==> config.mk <==
export PLATFORM = sky130hd
export DESIGN_NAME = rgb_to_hsl_converter
export DESIGN_NICKNAME = d
export VERILOG_FILES = /design/src/design/hsl_pkg.sv /design/src/design/hsl_front.sv /design/src/design/hsl_div.sv /design/src/design/rgb_to_hsl_converter.sv
export SDC_FILE = /design/constraint.sdc
export NUM_CORES = 1
export LEC_CHECK = 0
export ABC_AREA = 1
export BUFFER_PORTS_ARGS = -buffer_cell sky130_fd_sc_hd__clkbuf_2
export CAP_MARGIN = 15
export CORE_ASPECT_RATIO = 1.5
export CORE_MARGIN = 4
export CORE_UTILIZATION = 40
export CTS_CLUSTER_DIAMETER = 80
export DETAILED_ROUTE_END_ITERATION = 8
export PLACE_DENSITY = 0.6
export SLEW_MARGIN = 15
export SYNTH_ARGS = -nofsm -noshare
export SYNTH_HDL_FRONTEND = slang
export SYNTH_SLANG_ARGS = --single-unit
==> constraint.sdc <==
create_clock -name clk -period 15.1 [get_ports clk]
set_input_delay 3.02 -clock clk [delete_from_list [all_inputs] [get_ports clk]]
set_output_delay 3.02 -clock clk [all_outputs]
set_load 0.05 [all_outputs]
==> src/design/hsl_pkg.sv <==
// shared types, widths and the restoring divide step for the rgb to hsl converter
// no dependencies
`default_nettype none

package hsl_pkg;

  localparam int unsigned ChanW  = 8;
  localparam int unsigned NumW   = 17;
  localparam int unsigned DenW   = 9;
  localparam int unsigned TermW  = 11;
  localparam int unsigned DivStg = 4;
  localparam int unsigned BitsPerStg = 2;

  typedef enum logic [1:0] {
    SEC_RED,
    SEC_GREEN,
    SEC_BLUE
  } sector_t;

  typedef struct packed {
    logic [NumW-1:0]  hrem;
    logic [DenW-1:0]  hden;
    logic [ChanW-1:0] hq;
    logic [NumW-1:0]  srem;
    logic [DenW-1:0]  sden;
    logic [ChanW-1:0] sq;
    logic             grey;
    logic [ChanW-1:0] light;
  } div_t;

  // one restoring step: {quotient bit, new remainder}
  function automatic logic [NumW:0] div_step(input logic [NumW-1:0] rem,
                                             input logic [DenW-1:0] den,
                                             input logic [2:0] sh);
    logic [NumW-1:0] dsh;
    logic [NumW:0] res;
    dsh = NumW'(den) << sh;
    if (rem >= dsh) begin
      res = {1'b1, rem - dsh};
    end else begin
      res = {1'b0, rem};
    end
    return res;
  endfunction

endpackage

`default_nettype wire

==> src/design/hsl_front.sv <==
// front stages: max/min and sector, then hue and saturation terms, then dividends
// depends on hsl_pkg
`default_nettype none

module hsl_front
  import hsl_pkg::*;
(
  input  wire logic             clk,
  input  wire logic             rst,
  input  wire logic             in_valid,
  output logic                  in_ready,
  input  wire logic [ChanW-1:0] red,
  input  wire logic [ChanW-1:0] green,
  input  wire logic [ChanW-1:0] blue,
  output logic                  out_valid,
  input  wire logic             out_ready,
  output div_t                  out_data
);

  logic v1, v2, v3;
  logic en1, en2, en3;

  // stage 1 registers
  sector_t          sec1;
  logic [ChanW-1:0] delta1;
  logic [ChanW:0]   sum1;
  logic signed [ChanW+1:0] diff1;

  // stage 2 registers
  logic [TermW-1:0] term2;
  logic [ChanW-1:0] delta2;
  logic [NumW-1:0]  snum2;
  logic [DenW-1:0]  sden2;
  logic [ChanW-1:0] light2;
  logic             grey2;

  // stage 1 logic
  logic [ChanW-1:0] mx, mn;
  sector_t          sec_c;
  logic signed [ChanW+1:0] diff_c;

  always_comb begin
    mx = red;
    if (green > mx) mx = green;
    if (blue > mx) mx = blue;
    mn = red;
    if (green < mn) mn = green;
    if (blue < mn) mn = blue;
    priority if (red == mx) begin
      sec_c  = SEC_RED;
      diff_c = $signed({2'b00, green}) - $signed({2'b00, blue});
    end else if (green == mx) begin
      sec_c  = SEC_GREEN;
      diff_c = $signed({2'b00, blue}) - $signed({2'b00, red});
    end else begin
      sec_c  = SEC_BLUE;
      diff_c = $signed({2'b00, red}) - $signed({2'b00, green});
    end
  end

  // stage 2 logic
  logic signed [TermW+1:0] base_c, t_c;
  logic [ChanW-1:0] den_c;

  always_comb begin
    unique case (sec1)
      SEC_RED:   base_c = '0;
      SEC_GREEN: base_c = $signed({4'b0000, delta1, 1'b0});
      SEC_BLUE:  base_c = $signed({3'b000, delta1, 2'b00});
      default:   base_c = '0;
    endcase
    t_c = base_c + (TermW+2)'(diff1);
    if (t_c < 0) begin
      t_c = t_c + $signed({3'b000, delta1, 2'b00}) + $signed({4'b0000, delta1, 1'b0});
    end
    if (sum1 <= (ChanW+1)'(255)) begin
      den_c = sum1[ChanW-1:0];
    end else begin
      den_c = ChanW'((ChanW+1)'(511) - sum1);
    end
  end

  always_comb begin
    en3 = !v3 || out_ready;
    en2 = !v2 || en3;
    en1 = !v1 || en2;
  end

  assign in_ready  = en1;
  assign out_valid = v3;

  always_ff @(posedge clk) begin
    if (rst) begin
      v1 <= 1'b0;
      v2 <= 1'b0;
      v3 <= 1'b0;
    end else begin
      if (en1) v1 <= in_valid;
      if (en2) v2 <= v1;
      if (en3) v3 <= v2;
    end
    if (en1) begin
      sec1   <= sec_c;
      delta1 <= mx - mn;
      sum1   <= {1'b0, mx} + {1'b0, mn};
      diff1  <= diff_c;
    end
    if (en2) begin
      term2  <= t_c[TermW-1:0];
      delta2 <= delta1;
      snum2  <= NumW'(delta1) * NumW'(510) + NumW'(den_c);
      sden2  <= {den_c, 1'b0};
      light2 <= ChanW'((sum1 + (ChanW+1)'(1)) >> 1);
      grey2  <= (delta1 == '0);
    end
    if (en3) begin
      out_data.hrem  <= NumW'(term2) * NumW'(85) + NumW'(delta2);
      out_data.hden  <= {delta2, 1'b0};
      out_data.hq    <= '0;
      out_data.srem  <= snum2;
      out_data.sden  <= sden2;
      out_data.sq    <= '0;
      out_data.grey  <= grey2;
      out_data.light <= light2;
    end
  end

endmodule

`default_nettype wire

==> src/design/hsl_div.sv <==
// pipelined restoring divider, two quotient bits per stage, hue and saturation side by side
// depends on hsl_pkg
`default_nettype none

module hsl_div
  import hsl_pkg::*;
(
  input  wire logic clk,
  input  wire logic rst,
  input  wire logic in_valid,
  output logic      in_ready,
  input  div_t      in_data,
  output logic      out_valid,
  input  wire logic out_ready,
  output div_t      out_data
);

  div_t st [DivStg];
  div_t nxt [DivStg];
  logic [DivStg-1:0] v;
  logic [DivStg-1:0] en;

  always_comb begin
    en[DivStg-1] = !v[DivStg-1] || out_ready;
    for (int i = DivStg - 2; i >= 0; i--) begin
      en[i] = !v[i] || en[i+1];
    end
  end

  always_comb begin
    div_t src;
    logic [NumW:0] h0, h1, s0, s1;
    for (int k = 0; k < DivStg; k++) begin
      src = (k == 0) ? in_data : st[(k == 0) ? 0 : k - 1];
      h0 = div_step(src.hrem, src.hden, 3'(ChanW - 1 - BitsPerStg * k));
      h1 = div_step(h0[NumW-1:0], src.hden, 3'(ChanW - 2 - BitsPerStg * k));
      s0 = div_step(src.srem, src.sden, 3'(ChanW - 1 - BitsPerStg * k));
      s1 = div_step(s0[NumW-1:0], src.sden, 3'(ChanW - 2 - BitsPerStg * k));
      nxt[k] = src;
      nxt[k].hrem = h1[NumW-1:0];
      nxt[k].hq   = {src.hq[ChanW-3:0], h0[NumW], h1[NumW]};
      nxt[k].srem = s1[NumW-1:0];
      nxt[k].sq   = {src.sq[ChanW-3:0], s0[NumW], s1[NumW]};
    end
  end

  assign in_ready  = en[0];
  assign out_valid = v[DivStg-1];
  assign out_data  = st[DivStg-1];

  always_ff @(posedge clk) begin
    if (rst) begin
      v <= '0;
    end else begin
      for (int k = 0; k < DivStg; k++) begin
        if (en[k]) v[k] <= (k == 0) ? in_valid : v[(k == 0) ? 0 : k - 1];
      end
    end
    for (int k = 0; k < DivStg; k++) begin
      if (en[k]) st[k] <= nxt[k];
    end
  end

endmodule

`default_nettype wire

==> src/design/rgb_to_hsl_converter.sv <==
// rgb to hsl converter top level: front stages followed by the divider pipeline
// depends on hsl_pkg, hsl_front, hsl_div
// pipeline: 3 front stages, then 4 divider stages, from input transfer to output transfer
// throughput: one pixel per cycle unless held by backpressure; each stage holds under backpressure and bubbles collapse
// reset clears the valid bits of every stage; data registers are not reset
`default_nettype none

module rgb_to_hsl_converter
  import hsl_pkg::*;
(
  input  wire logic        clk,
  input  wire logic        rst,
  input  wire logic        s_tvalid,
  output logic             s_tready,
  input  wire logic [23:0] s_tdata,   // red [7:0], green [15:8], blue [23:16]
  output logic             m_tvalid,
  input  wire logic        m_tready,
  output logic [23:0]      m_tdata    // hue_out [7:0], saturation_out [15:8], lightness_out [23:16]
);

  logic front_valid, front_ready;
  div_t front_data, div_data;

  hsl_front u_front (
    .clk       (clk),
    .rst       (rst),
    .in_valid  (s_tvalid),
    .in_ready  (s_tready),
    .red       (s_tdata[7:0]),
    .green     (s_tdata[15:8]),
    .blue      (s_tdata[23:16]),
    .out_valid (front_valid),
    .out_ready (front_ready),
    .out_data  (front_data)
  );

  hsl_div u_div (
    .clk       (clk),
    .rst       (rst),
    .in_valid  (front_valid),
    .in_ready  (front_ready),
    .in_data   (front_data),
    .out_valid (m_tvalid),
    .out_ready (m_tready),
    .out_data  (div_data)
  );

  // grey pixels give zero hue and saturation
  assign m_tdata = {div_data.light,
                    div_data.grey ? ChanW'(0) : div_data.sq,
                    div_data.grey ? ChanW'(0) : div_data.hq};

endmodule

`default_nettype wire
==> impl_metrics.json <==
{
  "outcome": "completed",
  "top_usage_layer": "met2",
  "worstSetupEndpointType": "output port",
  "clock_sinks": 367,
  "setup_slack_ns": 4.88,
  "drt_iter0_markers": 667,
  "cts_setup_buffers": 0,
  "layout.nets": 3313,
  "yosys_warnings": 0,
  "tns_ns": 0,
  "worstMarginPinSlew_ns": 1.11,
  "synth_seq_cells": 367,
  "path_cells": "clkbuf_2 > nor2_1 > inv_1 > nor2_1 > inv_2 > nor2_1 > inv_2 > buf_4 > nor2_1 > inv_2 > buf_4 > nor2_1 > inv_2 > buf_4 > nor2_1 > nand2_1 > buf_4 > clkbuf_2",
  "r2r_setup_slack_ns": 9.26,
  "gr-usage-met1_pct": 15.0,
  "grt_max_degree": 72,
  "syn2layout_area_growth_pct": 9.57,
  "finalSetupViolations": 0,
  "reg2reg_from": "u_front.out_data[54]",
  "worstHoldEndpoint": "u_front.out_data[38]",
  "cts_buffers": 36,
  "std_cell_rows": 115,
  "fin_crit_ns": 10.22,
  "hold_violations": 0,
  "gp_congestion": 0.940,
  "grt.overflow.total": 0,
  "min_path_type": "reg2reg",
  "die-area_sq_um": 70600,
  "die_h_um": 323,
  "grt_pass1_vias": 19700,
  "drc": 0,
  "h-tree-depth": 2,
  "insertion_delay_ns": 0.53,
  "fin_crit_sh_pct": 67.7,
  "ys_types": 57,
  "arrival_ns": 7.20,
  "ant_nets": 0,
  "port-buffer-count": 53,
  "grtUsageMet3_pct": 1.53,
  "viasPerCell": 4.97,
  "crit_top_cell": "nor2_1",
  "hp-start": "u_front.snum2[12]",
  "syn_inst": 2842,
  "wl_per_cell_um": 14.5,
  "syn_nets": 3251,
  "dp_slack_ns": 4.73,
  "rsz0062_at_grt": "false",
  "avgSynthCellArea_sq_um": 9.34,
  "die_x_um": 218,
  "worstPathRequired_ns": 12.08,
  "vias": 18900,
  "synth-edff-count": 360,
  "crit_type": "in2out",
  "async_flop_share_pct": 0,
  "track_usage_pct": 15.8,
  "relSlewSlack_pct": 24.0,
  "cts.repair.resized": 0,
  "drive_above_1_share_pct": 6.69,
  "reg2reg_to": "u_div.st[0][67]",
  "skew_ns": 0.0199,
  "dp_hpwl_mm": 45.9,
  "clock.fmax_ghz": 0.0978,
  "wl_mm": 55.4,
  "final_cell_mix": "inv_1 (470), nand2_1 (468), edfxtp_1 (360), ha_1 (307), nor2_1 (202)",
  "cpMaxStageDelayCell": "inv_1",
  "antennaDiodeCount": 0,
  "maxCapViolations": 0,
  "antenna_found_initial": 0,
  "synth_seq_area_share_pct": 41.3,
  "path_max_fanout": 68,
  "synthFlopType": "edfxtp_1",
  "holdBufCountCts": 0,
  "core-area_sq_um": 65600,
  "initial_core_util_pct": 40.4,
  "clk_pin_slew_ns": 0.06,
  "grt_util_met2_pct": 32.9,
  "hold_depth": 0,
  "cts.path.max_buffers": 3,
  "final-max-slew-violation-count": 0,
  "syn_area_sq_um": 26500,
  "ios": 54,
  "firstDrtPassIters": 7,
  "grt_first_pass_wirelength_mm": 92.0,
  "root_buffer": "clkbuf_16",
  "startpoint_type": "input pin",
  "cts_tree": "built",
  "reg2reg_depth": 24,
  "final_common_cell": "inv_1",
  "cpPeakStageDelay_ns": 0.66
}
## kinds of logic (layout without fill, tap and decap cells)
group	Yosys count	in the layout	share of synthesized area [%]
AO/OA/AOI/OAI	450	450	9.39
multiplexers	1	1	0.0424
AND/OR/NAND/NOR	933	933	15.3
flip-flops	367	367	41.3
XOR/XNOR	192	192	6.34
buffers and inverters	518	607	7.59
adder cells (fa/ha/maj)	381	381	20.1
## stage by stage
stage / area, sq um / cells / hold WS (ns) / util, %
CTS: 29100 / 3808 / 0.410 / 44.3
global route: 29100 / 3808 / 0.416 / 44.3
floorplan: 26500 / 2842 / 0.400 / -
detailed placement: 27700 / 3743 / 0.405 / 42.3
global placement: 27700 / 3743 / 0.402 / 42.3
finish: 29100 / 3808 / 0.410 / 44.3
## worst max-delay path by stage
stage / from / slack [ns] / to
after floorplan: m_tready / 1.76 / s_tready
after global placement: m_tready / 4.76 / s_tready
after detailed placement: m_tready / 4.73 / s_tready
after CTS: m_tready / 4.72 / s_tready
after global routing: m_tready / 4.31 / s_tready
final: m_tready / 4.88 / s_tready
## cells in the mapped netlist (3+ instances only)
cell type / instances / share of area [%]
inv_1: 475 / 6.7
nand2_1: 468 / 6.6
edfxtp_1: 360 / 41
ha_1: 307 / 14
nor2_1: 202 / 2.9
o21ai_0: 173 / 3.3
a21oi_1: 172 / 3.2
nand3_1: 128 / 2.4
xor2_1: 115 / 3.8
xnor2_1: 77 / 2.5
fa_1: 74 / 5.6
nand2_2: 26 / 0.61
nor3_1: 25 / 0.47
nand4_1: 21 / 0.50
o21bai_1: 19 / 0.54
clkbuf_1: 18 / 0.25
a31oi_1: 13 / 0.31
o21ai_1: 13 / 0.25
nor4_1: 12 / 0.28
a211oi_1: 11 / 0.31
or2_2: 11 / 0.26
a21o_1: 10 / 0.28
buf_4: 9 / 0.25
nand3b_1: 8 / 0.23
o22ai_1: 8 / 0.19
dfxtp_1: 7 / 0.53
inv_2: 7 / 0.099
nor2_2: 7 / 0.17
o31ai_1: 6 / 0.17
nand3_2: 5 / 0.19
o211ai_1: 5 / 0.14
buf_2: 4 / 0.075
nand2_4: 4 / 0.17
nor2_4: 4 / 0.17
and2_1: 3 / 0.071
o21a_1: 3 / 0.085
or3_1: 3 / 0.071
## area by class of cell
cell class                 count  area [sq um]
fill                        6207         36500
inverter                     484          1820
multi-input combinational   1957         13600
clock inverter                23           362
tap                          877          1100
timing repair buffer          58           303
clock buffer                  42           976
sequential                   367         11000
## metal layers
| metal | vias to the layer above | share of wire (%) |
|---|---|---|
| met5 | - | 0 |
| met4 | 0 | 5.3 |
| met3 | 133 | 2.8 |
| met2 | 348 | 57 |
| met1 | 8797 | 35 |
| li1 | 9643 | - |
## sequential cells by signal, summed over array words and instances (netlist names)
signal / flops
u_front.sden2: 7
u_front.delta2: 8
u_front.grey2: 1
u_front.v2: 1
u_front.sum1: 9
u_front.delta1: 7
u_front.light2: 8
u_front.snum2: 17
u_div.st: 223
u_front.v1: 1
u_front.diff1: 9
u_div.v: 4
u_front.sec1: 2
u_front.term2: 11
u_front.out_data: 58
u_front.out_valid: 1
## worst max-delay path, delay by kind of cell
kind | cells | cell delay, ns
buffers and inverters | 11 | 3.48
AND/OR/NAND/NOR | 7 | 0.68
Power is not shown: default switching activity piles up to over one toggle a cycle in this logic, so the estimate is an artifact.
